`config.mk`:
```
export PLATFORM = sky130hd
export DESIGN_NAME = sgm_path_cost_aggregation_top_flat
export DESIGN_NICKNAME = d
export VERILOG_FILES = /design/src/hdl/sgmpa_pkg.sv /design/src/hdl/sgmpa_cost_if.sv /design/src/hdl/sgmpa_path_if.sv /design/src/hdl/sgmpa_cost_calc.sv /design/src/hdl/sgm_path_cost_aggregation_top.sv /design/src/flat_wrapper.sv
export SDC_FILE = /design/constraint.sdc
export NUM_CORES = 2
export LEC_CHECK = 0
export BUFFER_PORTS_ARGS = -buffer_cell sky130_fd_sc_hd__clkbuf_2
export CORE_UTILIZATION = 55
export CTS_BUF_LIST = sky130_fd_sc_hd__clkbuf_4 sky130_fd_sc_hd__clkbuf_8
export CTS_CLUSTER_SIZE = 14
export DETAILED_ROUTE_END_ITERATION = 16
export PLACE_DENSITY = 0.68
export SLEW_MARGIN = 20
export SYNTH_ARGS = -nofsm -noshare
export SYNTH_HDL_FRONTEND = slang
export SYNTH_SLANG_ARGS = --single-unit
export TNS_END_PERCENT = 10
```
`constraint.sdc`:
```
create_clock -name clk -period 23.3 [get_ports clk]
set_clock_uncertainty 0.05 [all_clocks]
set_input_delay 1.165 -clock clk [delete_from_list [all_inputs] [get_ports clk]]
set_output_delay 1.165 -clock clk [all_outputs]
set_load 0.02 [all_outputs]
```
`src/hdl/sgmpa_pkg.sv`:
```
// ============================================================================
// sgmpa_pkg
// Shared constants, types and register codes for the SGM path aggregation.
// ============================================================================
package sgmpa_pkg;

    localparam int MAX_DISPARITIES = 128;
    localparam int DISP_W          = $clog2(MAX_DISPARITIES);
    localparam int CNT_W           = DISP_W + 1;
    localparam int COST_W          = 16;
    localparam int COUNT_W         = 8;
    localparam int CFG_DATA_W      = 16;
    localparam int CFG_IDX_W       = 2;
    // width in which the disparity count and the counter are compared
    localparam int NCMP_W          = (CNT_W > COUNT_W) ? CNT_W : COUNT_W;

    localparam logic [COST_W-1:0]  COST_CEIL        = '1;
    localparam logic [COUNT_W-1:0] RST_DISP_COUNT   = 8'd64;
    localparam logic [COST_W-1:0]  RST_PENALTY_SMALL = 16'd10;
    localparam logic [COST_W-1:0]  RST_PENALTY_LARGE = 16'd120;

    typedef enum logic [CFG_IDX_W-1:0] {
        CFG_DISP_COUNT    = 2'd0,
        CFG_PENALTY_SMALL = 2'd1,
        CFG_PENALTY_LARGE = 2'd2
    } cfg_reg_t;

    // operands of one path cost evaluation
    typedef struct packed {
        logic [COST_W-1:0] cost;
        logic              start;
        logic              first;
        logic              last;
        logic [COST_W-1:0] old;
        logic [COST_W-1:0] upper;
        logic [COST_W-1:0] lower;
        logic [COST_W-1:0] prev_min;
        logic [COST_W-1:0] p1;
        logic [COST_W-1:0] p2;
    } calc_req_t;

endpackage

```
`src/hdl/sgmpa_cost_if.sv`:
```
// ============================================================================
// sgmpa_cost_if
// Matching cost request channel: one cost per disparity.
// ============================================================================
interface sgmpa_cost_if
    import sgmpa_pkg::*;
();
    logic              valid;
    logic              ready;
    logic [COST_W-1:0] match_cost;
    logic              path_start;

    modport source (output valid, output match_cost, output path_start, input ready);
    modport sink   (input valid, input match_cost, input path_start, output ready);
endinterface

```
`src/hdl/sgmpa_path_if.sv`:
```
// ============================================================================
// sgmpa_path_if
// Path cost request channel: one aggregated cost per disparity.
// ============================================================================
interface sgmpa_path_if
    import sgmpa_pkg::*;
();
    logic              valid;
    logic              ready;
    logic [COST_W-1:0] path_cost;
    logic              pixel_done;

    modport source (output valid, output path_cost, output pixel_done, input ready);
    modport sink   (input valid, input path_cost, input pixel_done, output ready);
endinterface

```
`src/hdl/sgmpa_cost_calc.sv`:
```
// ============================================================================
// sgmpa_cost_calc
// Path cost for one disparity: C + min(neighbors, penalties) - previous min.
// ============================================================================
module sgmpa_cost_calc
    import sgmpa_pkg::*;
(
    input  calc_req_t         req,
    output logic [COST_W-1:0] result
);

    logic [COST_W:0]   lower_sum;
    logic [COST_W:0]   upper_sum;
    logic [COST_W:0]   jump_sum;
    logic [COST_W:0]   best;
    logic [COST_W+1:0] total;
    logic [COST_W+1:0] diff;

    always_comb
    begin
        lower_sum = {1'b0, req.lower} + {1'b0, req.p1};
        upper_sum = {1'b0, req.upper} + {1'b0, req.p1};
        jump_sum  = {1'b0, req.prev_min} + {1'b0, req.p2};

        best = {1'b0, req.old};
        if (!req.first && lower_sum < best)
        begin
            best = lower_sum;
        end
        if (!req.last && upper_sum < best)
        begin
            best = upper_sum;
        end
        if (jump_sum < best)
        begin
            best = jump_sum;
        end

        total = {2'b00, req.cost} + {1'b0, best};
        diff  = total - {2'b00, req.prev_min};

        if (req.start)
        begin
            result = req.cost;
        end
        else if (total < {2'b00, req.prev_min})
        begin
            result = '0;
        end
        else if (diff > {2'b00, COST_CEIL})
        begin
            result = COST_CEIL;
        end
        else
        begin
            result = diff[COST_W-1:0];
        end
    end

endmodule

```
`src/hdl/sgm_path_cost_aggregation_top.sv`:
```
// ============================================================================
// sgm_path_cost_aggregation_top
// SGM path cost aggregation along one path, vector kept in a local RAM.
// ============================================================================
//  channel      | dir | payload                       | notes
//  -------------+-----+-------------------------------+---------------------
//  cost_stream  | in  | match_cost[15:0], path_start  | disparity 0 first
//  path_stream  | out | path_cost[15:0], pixel_done   | one per request
//  cfg_*        | in  | cfg_index[1:0], cfg_data[15:0]| write only, idle time
//
//  One request per clock sustained while the output is not stalled; the RAM
//  is read into the compute stage when a request is accepted, and the result
//  is computed there and loaded into the output register, where it is taken.
//  The path vector RAM has two read ports and one write port; the write of
//  the request in compute is forwarded to a read issued in the same cycle.
//  Reset clears the counter and sets minima to COST_CEIL; the RAM is not reset.
//  A stalled output holds the compute stage, which holds the input.
// ============================================================================
module sgm_path_cost_aggregation_top
    import sgmpa_pkg::*;
(
    input  logic                  clk,
    input  logic                  rst_n,
    input  logic                  cfg_we,
    input  logic [CFG_IDX_W-1:0]  cfg_index,
    input  logic [CFG_DATA_W-1:0] cfg_data,
    sgmpa_cost_if.sink            cost_stream,
    sgmpa_path_if.source          path_stream
);

    logic [COST_W-1:0] vec_mem [MAX_DISPARITIES];

    logic [COUNT_W-1:0] count_reg;
    logic [COST_W-1:0]  p1_reg;
    logic [COST_W-1:0]  p2_reg;

    logic [DISP_W-1:0]  cnt_reg;
    logic [DISP_W-1:0]  cnt_next;

    logic               s1_valid_reg;
    logic [COST_W-1:0]  s1_cost_reg;
    logic               s1_start_reg;
    logic [DISP_W-1:0]  s1_d_reg;
    logic               s1_last_reg;

    logic [COST_W-1:0]  rd_a_reg;
    logic [COST_W-1:0]  rd_b_reg;
    logic               fwd_a_reg;
    logic               fwd_b_reg;
    logic [COST_W-1:0]  fwd_val_reg;

    logic [COST_W-1:0]  hold_reg;
    logic [COST_W-1:0]  prev_min_reg;
    logic [COST_W-1:0]  run_min_reg;
    logic [COST_W-1:0]  run_min_next;

    logic               out_valid_reg;
    logic [COST_W-1:0]  out_cost_reg;
    logic               out_done_reg;

    logic               accept;
    logic               s1_fire;
    logic [NCMP_W-1:0]  count_ext;
    logic [NCMP_W-1:0]  n_eff;
    logic               acc_last;
    logic [DISP_W-1:0]  addr_a;
    logic [DISP_W-1:0]  addr_b;
    logic [COST_W-1:0]  old_val;
    logic [COST_W-1:0]  upper_val;
    calc_req_t          calc_req;
    logic [COST_W-1:0]  result;

    // ---------------- configuration ----------------
    always_ff @(posedge clk or negedge rst_n)
    begin
        if (!rst_n)
        begin
            count_reg <= RST_DISP_COUNT;
            p1_reg    <= RST_PENALTY_SMALL;
            p2_reg    <= RST_PENALTY_LARGE;
        end
        else if (cfg_we)
        begin
            case (cfg_reg_t'(cfg_index))
                CFG_DISP_COUNT:    count_reg <= cfg_data[COUNT_W-1:0];
                CFG_PENALTY_SMALL: p1_reg    <= cfg_data[COST_W-1:0];
                CFG_PENALTY_LARGE: p2_reg    <= cfg_data[COST_W-1:0];
                default:           ;
            endcase
        end
    end

    // ---------------- handshake ----------------
    assign s1_fire           = s1_valid_reg && (!out_valid_reg || path_stream.ready);
    assign cost_stream.ready = !s1_valid_reg || s1_fire;
    assign accept            = cost_stream.valid && cost_stream.ready;

    // ---------------- disparity counter / read addresses ----------------
    always_comb
    begin
        count_ext = NCMP_W'(count_reg);
        if (count_reg == '0)
        begin
            n_eff = NCMP_W'(1);
        end
        else if (count_ext > NCMP_W'(MAX_DISPARITIES))
        begin
            n_eff = NCMP_W'(MAX_DISPARITIES);
        end
        else
        begin
            n_eff = count_ext;
        end
        acc_last = (NCMP_W'(cnt_reg) + NCMP_W'(1)) >= n_eff;
        addr_a   = cnt_reg;
        addr_b   = cnt_reg + DISP_W'(1);
        cnt_next = acc_last ? '0 : addr_b;
    end

    always_ff @(posedge clk or negedge rst_n)
    begin
        if (!rst_n)
        begin
            cnt_reg <= '0;
        end
        else if (accept)
        begin
            cnt_reg <= cnt_next;
        end
    end

    // ---------------- path vector RAM ----------------
    always_ff @(posedge clk)
    begin
        if (s1_fire)
        begin
            vec_mem[s1_d_reg] <= result;
        end
        if (accept)
        begin
            rd_a_reg <= vec_mem[addr_a];
            rd_b_reg <= vec_mem[addr_b];
        end
    end

    // write in the same cycle as the read returns stale data: forward it
    always_ff @(posedge clk or negedge rst_n)
    begin
        if (!rst_n)
        begin
            fwd_a_reg <= 1'b0;
            fwd_b_reg <= 1'b0;
        end
        else if (accept)
        begin
            fwd_a_reg <= s1_fire && (s1_d_reg == addr_a);
            fwd_b_reg <= s1_fire && (s1_d_reg == addr_b);
        end
    end

    always_ff @(posedge clk)
    begin
        if (accept)
        begin
            fwd_val_reg <= result;
        end
    end

    // ---------------- compute stage ----------------
    always_ff @(posedge clk or negedge rst_n)
    begin
        if (!rst_n)
        begin
            s1_valid_reg <= 1'b0;
        end
        else if (accept)
        begin
            s1_valid_reg <= 1'b1;
        end
        else if (s1_fire)
        begin
            s1_valid_reg <= 1'b0;
        end
    end

    always_ff @(posedge clk)
    begin
        if (accept)
        begin
            s1_cost_reg  <= cost_stream.match_cost;
            s1_start_reg <= cost_stream.path_start;
            s1_d_reg     <= cnt_reg;
            s1_last_reg  <= acc_last;
        end
    end

    assign old_val   = fwd_a_reg ? fwd_val_reg : rd_a_reg;
    assign upper_val = fwd_b_reg ? fwd_val_reg : rd_b_reg;

    always_comb
    begin
        calc_req.cost     = s1_cost_reg;
        calc_req.start    = s1_start_reg;
        calc_req.first    = (s1_d_reg == '0);
        calc_req.last     = s1_last_reg;
        calc_req.old      = old_val;
        calc_req.upper    = upper_val;
        calc_req.lower    = hold_reg;
        calc_req.prev_min = prev_min_reg;
        calc_req.p1       = p1_reg;
        calc_req.p2       = p2_reg;
    end

    sgmpa_cost_calc u_calc (
        .req    (calc_req),
        .result (result)
    );

    assign run_min_next = (result < run_min_reg) ? result : run_min_reg;

    always_ff @(posedge clk or negedge rst_n)
    begin
        if (!rst_n)
        begin
            hold_reg     <= '0;
            prev_min_reg <= COST_CEIL;
            run_min_reg  <= COST_CEIL;
        end
        else if (s1_fire)
        begin
            hold_reg <= old_val;
            if (s1_last_reg)
            begin
                prev_min_reg <= run_min_next;
                run_min_reg  <= COST_CEIL;
            end
            else
            begin
                run_min_reg <= run_min_next;
            end
        end
    end

    // ---------------- output register ----------------
    always_ff @(posedge clk or negedge rst_n)
    begin
        if (!rst_n)
        begin
            out_valid_reg <= 1'b0;
        end
        else if (s1_fire)
        begin
            out_valid_reg <= 1'b1;
        end
        else if (path_stream.ready)
        begin
            out_valid_reg <= 1'b0;
        end
    end

    always_ff @(posedge clk)
    begin
        if (s1_fire)
        begin
            out_cost_reg <= result;
            out_done_reg <= s1_last_reg;
        end
    end

    assign path_stream.valid      = out_valid_reg;
    assign path_stream.path_cost  = out_cost_reg;
    assign path_stream.pixel_done = out_done_reg;

`ifndef SYNTH
    a_fire_fills_output: assert property (@(posedge clk) disable iff (!rst_n)
        s1_fire |=> out_valid_reg)
        else $error("compute stage fired without filling the output register");

    a_counter_wraps: assert property (@(posedge clk) disable iff (!rst_n)
        (accept && acc_last) |=> (cnt_reg == '0))
        else $error("disparity counter did not wrap after the last disparity");

    a_start_passes_cost: assert property (@(posedge clk) disable iff (!rst_n)
        (s1_fire && s1_start_reg) |-> (result == s1_cost_reg))
        else $error("path start did not pass the matching cost through");

    a_min_only_at_pixel_end: assert property (@(posedge clk) disable iff (!rst_n)
        !(s1_fire && s1_last_reg) |=> $stable(prev_min_reg))
        else $error("previous minimum changed inside a pixel");
`endif

endmodule
```
`src/flat_wrapper.sv`:
```
// flat-port wrapper written by rule: the top's interface ports become plain ports
module sgm_path_cost_aggregation_top_flat import sgmpa_pkg::*;
  (clk, rst_n, cfg_we, cfg_index, cfg_data, cost_stream_valid, cost_stream_match_cost, cost_stream_path_start, cost_stream_ready, path_stream_valid, path_stream_path_cost, path_stream_pixel_done, path_stream_ready);
  sgmpa_cost_if cost_stream_i ();
  sgmpa_path_if path_stream_i ();
  input  logic clk;
  input  logic rst_n;
  input  logic cfg_we;
  input  logic [CFG_IDX_W-1:0] cfg_index;
  input  logic [CFG_DATA_W-1:0] cfg_data;
  input wire logic [$bits(cost_stream_i.valid)-1:0] cost_stream_valid;
  input wire logic [$bits(cost_stream_i.match_cost)-1:0] cost_stream_match_cost;
  input wire logic [$bits(cost_stream_i.path_start)-1:0] cost_stream_path_start;
  output wire logic [$bits(cost_stream_i.ready)-1:0] cost_stream_ready;
  output wire logic [$bits(path_stream_i.valid)-1:0] path_stream_valid;
  output wire logic [$bits(path_stream_i.path_cost)-1:0] path_stream_path_cost;
  output wire logic [$bits(path_stream_i.pixel_done)-1:0] path_stream_pixel_done;
  input wire logic [$bits(path_stream_i.ready)-1:0] path_stream_ready;
  assign cost_stream_i.valid = cost_stream_valid;
  assign cost_stream_i.match_cost = cost_stream_match_cost;
  assign cost_stream_i.path_start = cost_stream_path_start;
  assign cost_stream_ready = cost_stream_i.ready;
  assign path_stream_valid = path_stream_i.valid;
  assign path_stream_path_cost = path_stream_i.path_cost;
  assign path_stream_pixel_done = path_stream_i.pixel_done;
  assign path_stream_i.ready = path_stream_ready;
  sgm_path_cost_aggregation_top u_core (.clk(clk), .rst_n(rst_n), .cfg_we(cfg_we), .cfg_index(cfg_index), .cfg_data(cfg_data), .cost_stream(cost_stream_i), .path_stream(path_stream_i));
endmodule
```
Word-level counts from Yosys, hierarchy flattened
Memories as Yosys holds them, arrays and structs flattened. A register that Yosys moved wholly into a read port is not among the register bits.
Index checks and enable logic that the tools add are counted.
{"block": "word_totals", "inputBits": 40, "regBits": 157, "memories": 1, "out_inout_bits": 19, "word_cells": 78, "ramBits": 2048}
{"memory": "u_core.vec_mem", "words": 128, "word_bits": 16, "read_ports": 2, "rd_clocked_by_memory_dff": 2, "wr": 1, "line_no": "sgm_path_cost_aggregation_top.sv:31", "text": "logic [COST_W-1:0] vec_mem [MAX_DISPARITIES];"}
{"block": "classes", "n_addsub": 7, "n_eq_ne": 4, "muxes": 19, "n_lt_le_gt_ge": 8, "n_reduce_logical": 21}
{"cell": "$mux 16", "n": 7}
{"cell": "$add 16x16->17", "n": 3}
{"cell": "$mux 17", "n": 3}
{"cell": "$lt 17x17->1", "n": 2}
{"cell": "$add 16x17->18", "n": 1}
{"cell": "$gt 18x16->1 const B", "n": 1}
{"cell": "$lt 18x16->1", "n": 1}
{"cell": "$sub 18x16->18", "n": 1}
{"cell": "$lt 17x16->1", "n": 1}
{"cell": "$lt 16x16->1", "n": 1}
{"cell": "$mux 8", "n": 2}
{"cell": "$eq 7x7->1", "n": 2}
{"cell": "$add 7x1->8 const B", "n": 1}
{"cell": "$ge 8x8->1", "n": 1}
{"cell": "$gt 8x8->1 const B", "n": 1}
{"cell": "$logic_not 8->1", "n": 1}
{"cell": "$reduce_and 2->1", "n": 4}
{"cell": "$add 7x1->7 const B", "n": 1}
{"cell": "$logic_not 7->1", "n": 1}
{"cell": "$mux 7", "n": 1}
{"cell": "$logic_and 1x1->1", "n": 6}
{"cell": "$mux 1", "n": 6}
{"cell": "$logic_not 1->1", "n": 4}
{"cell": "$reduce_bool 2->1", "n": 2}
{"cell": "other kinds (4)", "n": 5}

Depth between registers and ports, before layout
{"block": "logic_depth", "word_depth": 18, "ltp_mapped": 76, "depth_no_buf": 70}

Modules after synthesis
From an unflattened synthesis, not the netlist that was laid out.
{"block": "hier_totals", "cells_unflattened": 6073, "hier_area_um2": 108665.5}
{"module": "sgm_path_cost_aggregation_top", "cells_each": 5329, "instances": 1, "area_each_um2": 103279.1, "seq_area_each_um2": 66727.7}
{"module": "sgmpa_cost_calc", "cells_each": 744, "instances": 1, "area_each_um2": 5386.4, "seq_area_each_um2": 0.0}

Worst setup path before layout
Ideal clock, no wire load.
{"block": "synth_timing", "kind": "register to register", "start": "register u_core.p1_reg[1]", "end": "register u_core.prev_min_reg[11]", "setup_time_ns": 0.099, "arrival_time_ns": 20.842, "synth_period_minus_slack_ns": 20.991, "n_path_buf": 5, "path_slack_ns": 2.309, "required_ns": 23.151, "stages_incl_launch_ff": 68, "path_cell_list": "dfstp_2 > ha_1 > a21o_1 > a21oi_1 > o21bai_1 > a21oi_1 > o21bai_1 > a21oi_1 > o2111ai_1 > a31o_2 > a21oi_1 > o21bai_1 > xor2_1 > ha_1 > and3_1 > o311a_1 > a211o_2 > buf_6 > [32 not listed] > nor2b_1 > a311o_1 > mux2_2 > mux2i_1 > mux2_2 > buf_4 > nor2_1 > o21ai_0 > ha_1 > a21o_1 > a21o_1 > a221o_1 > a221o_1 > a2111oi_0 > a21oi_4 > buf_4 > mux2i_1 > o21ai_0"}
{"block": "synth_via", "elab_chain_len": 17, "elab_cells_between_ends": 19, "cone_classes": "4 x add/sub; 6 x order compare; 7 x mux; 2 x reduce/logical"}
{"element": "start, declared", "line_no": "sgm_path_cost_aggregation_top.sv:34", "text": "logic [COST_W-1:0] p1_reg;"}
{"element": "start signal, assigned", "line_no": "sgm_path_cost_aggregation_top.sv:86", "text": "CFG_PENALTY_SMALL: p1_reg <= cfg_data[COST_W-1:0];"}
{"element": "$add 16x16->17", "line_no": "sgmpa_cost_calc.sv:21", "text": "lower_sum = {1'b0, req.lower} + {1'b0, req.p1};"}
{"element": "$lt 17x16->1", "line_no": "sgmpa_cost_calc.sv:26", "text": "if (!req.first && lower_sum < best)"}
{"element": "$logic_and 1x1->1", "line_no": "sgmpa_cost_calc.sv:26"}
{"element": "$mux 17", "line_no": "sgmpa_cost_calc.sv:26"}
{"element": "$lt 17x17->1", "line_no": "sgmpa_cost_calc.sv:30", "text": "if (!req.last && upper_sum < best)"}
{"element": "$logic_and 1x1->1", "line_no": "sgmpa_cost_calc.sv:30"}
{"element": "$mux 17 (*)", "line_no": "sgmpa_cost_calc.sv:30"}
{"element": "$lt 17x17->1", "line_no": "sgmpa_cost_calc.sv:34", "text": "if (jump_sum < best)"}
{"element": "[2 not listed]"}
{"element": "$sub 18x16->18", "line_no": "sgmpa_cost_calc.sv:40", "text": "diff = total - {2'b00, req.prev_min};"}
{"element": "$gt 18x16->1", "line_no": "sgmpa_cost_calc.sv:50", "text": "else if (diff > {2'b00, COST_CEIL})"}
{"element": "$mux 16", "line_no": "sgmpa_cost_calc.sv:50"}
{"element": "$mux 16 (*)", "line_no": "sgmpa_cost_calc.sv:46", "text": "else if (total < {2'b00, req.prev_min})"}
{"element": "$mux 16 (*)", "line_no": "sgmpa_cost_calc.sv:42", "text": "if (req.start)"}
{"element": "named net u_core.result[5]", "line_no": "sgm_path_cost_aggregation_top.sv:71", "text": "logic [COST_W-1:0] result;"}
{"element": "$lt 16x16->1 (*)", "line_no": "sgm_path_cost_aggregation_top.sv:219", "text": "assign run_min_next = (result < run_min_reg) ? result : run_min_reg;"}
{"element": "$mux 16 (*)", "line_no": "sgm_path_cost_aggregation_top.sv:219"}
{"element": "end signal, assigned", "line_no": "sgm_path_cost_aggregation_top.sv:234", "text": "prev_min_reg <= run_min_next;"}
{"element": "end, declared", "line_no": "sgm_path_cost_aggregation_top.sv:53", "text": "logic [COST_W-1:0] prev_min_reg;"}
The timed path passes the listed nets; every way through them passes the cells marked *.
A chain may end at the register's enable or synchronous reset.

Worst setup path after layout
{"block": "layout_timing", "start": "register u_core.p1_reg[1]", "end": "register u_core.run_min_reg[13]"}
{"block": "layout_via", "elab_chain_len": 18, "elab_cells_between_ends": 20, "cone_classes": "4 x add/sub; 6 x order compare; 8 x mux; 2 x reduce/logical"}
{"element": "$add 16x16->17", "line_no": "sgmpa_cost_calc.sv:21"}
{"element": "$lt 17x16->1", "line_no": "sgmpa_cost_calc.sv:26"}
{"element": "$logic_and 1x1->1", "line_no": "sgmpa_cost_calc.sv:26"}
{"element": "$mux 17", "line_no": "sgmpa_cost_calc.sv:26"}
{"element": "$lt 17x17->1", "line_no": "sgmpa_cost_calc.sv:30"}
{"element": "$logic_and 1x1->1", "line_no": "sgmpa_cost_calc.sv:30"}
{"element": "$mux 17 (*)", "line_no": "sgmpa_cost_calc.sv:30"}
{"element": "$lt 17x17->1", "line_no": "sgmpa_cost_calc.sv:34"}
{"element": "[3 not listed]"}
{"element": "$gt 18x16->1", "line_no": "sgmpa_cost_calc.sv:50"}
{"element": "$mux 16", "line_no": "sgmpa_cost_calc.sv:50"}
{"element": "$mux 16 (*)", "line_no": "sgmpa_cost_calc.sv:46"}
{"element": "$mux 16 (*)", "line_no": "sgmpa_cost_calc.sv:42"}
{"element": "named net u_core.result[9]", "line_no": "sgm_path_cost_aggregation_top.sv:71"}
{"element": "$lt 16x16->1 (*)", "line_no": "sgm_path_cost_aggregation_top.sv:219"}
{"element": "$mux 16 (*)", "line_no": "sgm_path_cost_aggregation_top.sv:219"}
{"element": "$mux 16 (*)", "line_no": "sgm_path_cost_aggregation_top.sv:232", "text": "if (s1_last_reg)"}
{"element": "end signal, assigned", "line_no": "sgm_path_cost_aggregation_top.sv:239", "text": "run_min_reg <= run_min_next;"}
{"element": "end, declared", "line_no": "sgm_path_cost_aggregation_top.sv:54", "text": "logic [COST_W-1:0] run_min_reg;"}
Marks and branches as above.

==> reports/metrics.cfg <==
[sta]
worst_pin_slew_ns = 1.40
rsz0062_at_grt = false
timing.final.crit_share_pct = 81.9
slew_viol_final = 0
min_period_ns = 19.08
hold_violations = 0
fmaxAchievable_mhz = 52.4
slew_headroom_pct = 5.17
setup-tns-final_ns = 0
setup_viol = 0

[worst_setup_path]
crit_required_ns = 24.22
crit_fanout = 59
max_stage_delay_ns = 0.77
critPathTopFamily = compound AO/OA/AOI/OAI gates
crit_arrival_ns = 19.99
slowest_stage = nor3b_2
crit_path_frequent_cell = ha_1
cp_num_buf_inv = 4
critPathLaunchType = flop
crit_type = reg2reg
cp-end-kind = flop

[drt]
dr.pass1.iters = 8
drc_errors = 0
detail-route-antenna-nets = 0
num_vias = 64700
routedWlPerCell_um = 36.0
drtIter0Drc = 8741
post_drt_via_cell_ratio = 7.07
totalWireLength_mm = 329

[worst_hold_path]
hold_class = in2reg

[grt]
grt-ovfl-total = 0
grt_pass1_vias = 63900
grt_start_max_net_pins = 114
grt_pass1_wl_mm = 467
antenna_found_initial = 20
grtUsageTotal_pct = 33.6

[synthesis]
yosysUniqueCellTypes = 77
ys_warn_count = 0
ys_seq_elements = 2237
synth_area_leaders = edfxtp_1 59%, mux4_2 25%, nand2_1 2.2%, ha_1 1.7%, dfrtp_1 1.4%
synth_cells = 5991
synth_top_area_cell = edfxtp_1
syn_area_per_cell_um2 = 18.0
yosysSeqAreaShare_pct = 61.7
synth_edf_count = 2138
synthArstFlopShare_pct = 4.43
syn_area_um2 = 108000
synth_most_common_cell = edfxtp_1
synth_commonest_cells = 2138 x edfxtp_1, 1184 x mux4_2, 620 x nand2_1, 290 x clkbuf_1, 224 x nor2_1
synth_top_area_share_pct = 59.4
syn_nets = 6187
synth-main-ff-cell = edfxtp_1

[layout]
largest-register = u_core.vec_mem
nNetsFinal = 6434
regArea_um2 = 66700
largest_reg_flops = 2048
area_growth_pct = 10.9
multi_input_area_um2 = 40200
nFillCells = 13900
final_layout_size_suffix_gt1_share_pct = 35.9

[clock_network]
clock-sinks = 2237
cts_resized = 0
postCtsSetupBuffers = 0
clk_path_buf_depth = 4
cts_tree = yes
htreeDepth = 5
clk_pin_slew_ns = 0.06
cts_root_buf = clkbuf_8
insertion_delay_ns = 1.10
cts_buffers = 378

[floorplanning]
die_area_um2 = 198000
rows = 162
coreArea_um2 = 195000
start_util_pct = 55.4
die_w_um = 445
die_h_um = 445
ios = 59

[placement]
dpl.hpwl_mm = 205
numPortBuffers = 58
globalplace.congestion = 0.947

[job]
drv_cap = 0

[run_status]
status = finished clean

## what timing repair did
action                                 CTS  global route
endpoints found under the hold margin   40             0
hold buffers                             1             0
setup endpoints to repair                0             0
## per-layer routing
| layer | vias to the layer above | global-route usage [%] | share of wire [%] |
|---|---|---|---|
| met4 | 8 | 17.7 | 5.8 |
| met1 | 34000 | 44.7 | 36 |
| met5 | - | 0.464 | 0.052 |
| met3 | 703 | 9.95 | 12 |
| li1 | 25600 | - | - |
| met2 | 4377 | 50.4 | 46 |
## cell usage in the layout (no fill, tap or decap), types with 23 or more instances in the layout
cell type	count
ha_1	150
clkinv_2	46
clkinv_1	108
mux4_2	1184
a311oi_1	98
nand3_1	196
nor3_1	28
mux2i_1	33
o31ai_1	25
xnor2_1	44
nor2_2	102
dfrtp_1	54
edfxtp_1	2138
buf_4	227
o21ai_0	78
clkbuf_2	57
a21oi_1	87
clkbuf_4	99
xor2_1	29
mux2_2	76
o21a_1	23
a21o_1	34
and3_1	68
nand2_1	620
clkbuf_8	393
dfstp_2	39
inv_1	59
nor2_1	107
## stage by stage
stage / setup WS [ns] / instance area [um2] / hold slack [ns] / std cells / utilization (%)
after floorplan: 2.31 / 108000 / 0.373 / 5991 / -
after global placement: 4.86 / 113000 / 0.416 / 8480 / 57.7
after detailed placement: 4.56 / 113000 / 0.425 / 8480 / 57.7
after CTS: 4.45 / 120000 / 0.108 / 9143 / 61.3
after global routing: 2.73 / 120000 / 0.154 / 9145 / 61.4
final: 4.22 / 120000 / 0.206 / 9151 / 61.4
## worst paths after layout
path,startpoint,end,slack [ns],cells past startpoint
worst min register to register,u_core.s1_valid_reg,u_core.path_stream.valid,0.43,1
worst max register to register,u_core.p1_reg[1],u_core.run_min_reg[13],4.22,70
worst min-delay path,cost_stream_match_cost[15],u_core.s1_cost_reg[15],0.21,1
min in group asynchronous,rst_n,u_core.p2_reg[9],0.54,2
worst max-delay path,u_core.p1_reg[1],u_core.run_min_reg[13],4.22,70
max in group asynchronous,rst_n,u_core.count_ext[5],21.40,3
## cell families after synthesis
| kind of cell | synth area share, % |
|---|---|
| buf+inv | 1.77 |
| flops | 61.7 |
| xor+xnor | 0.632 |
| other cells | 0.00347 |
| mux | 25.8 |
| fa+ha+maj | 1.84 |
| compound gates | 3.31 |
| simple gates | 4.94 |
## cell type report
type	count	area share [%]
sequential	2237	55.7
antenna	7	0.0146
multi-input combinational	3258	33.5
clock buffer	492	5.13
timing repair buffer	297	1.87
tap	2624	2.74
inverter	66	0.218
clock inverter	170	0.812
Power is not shown: default switching activity piles up to over one toggle a cycle in this logic, so the estimate is an artifact.
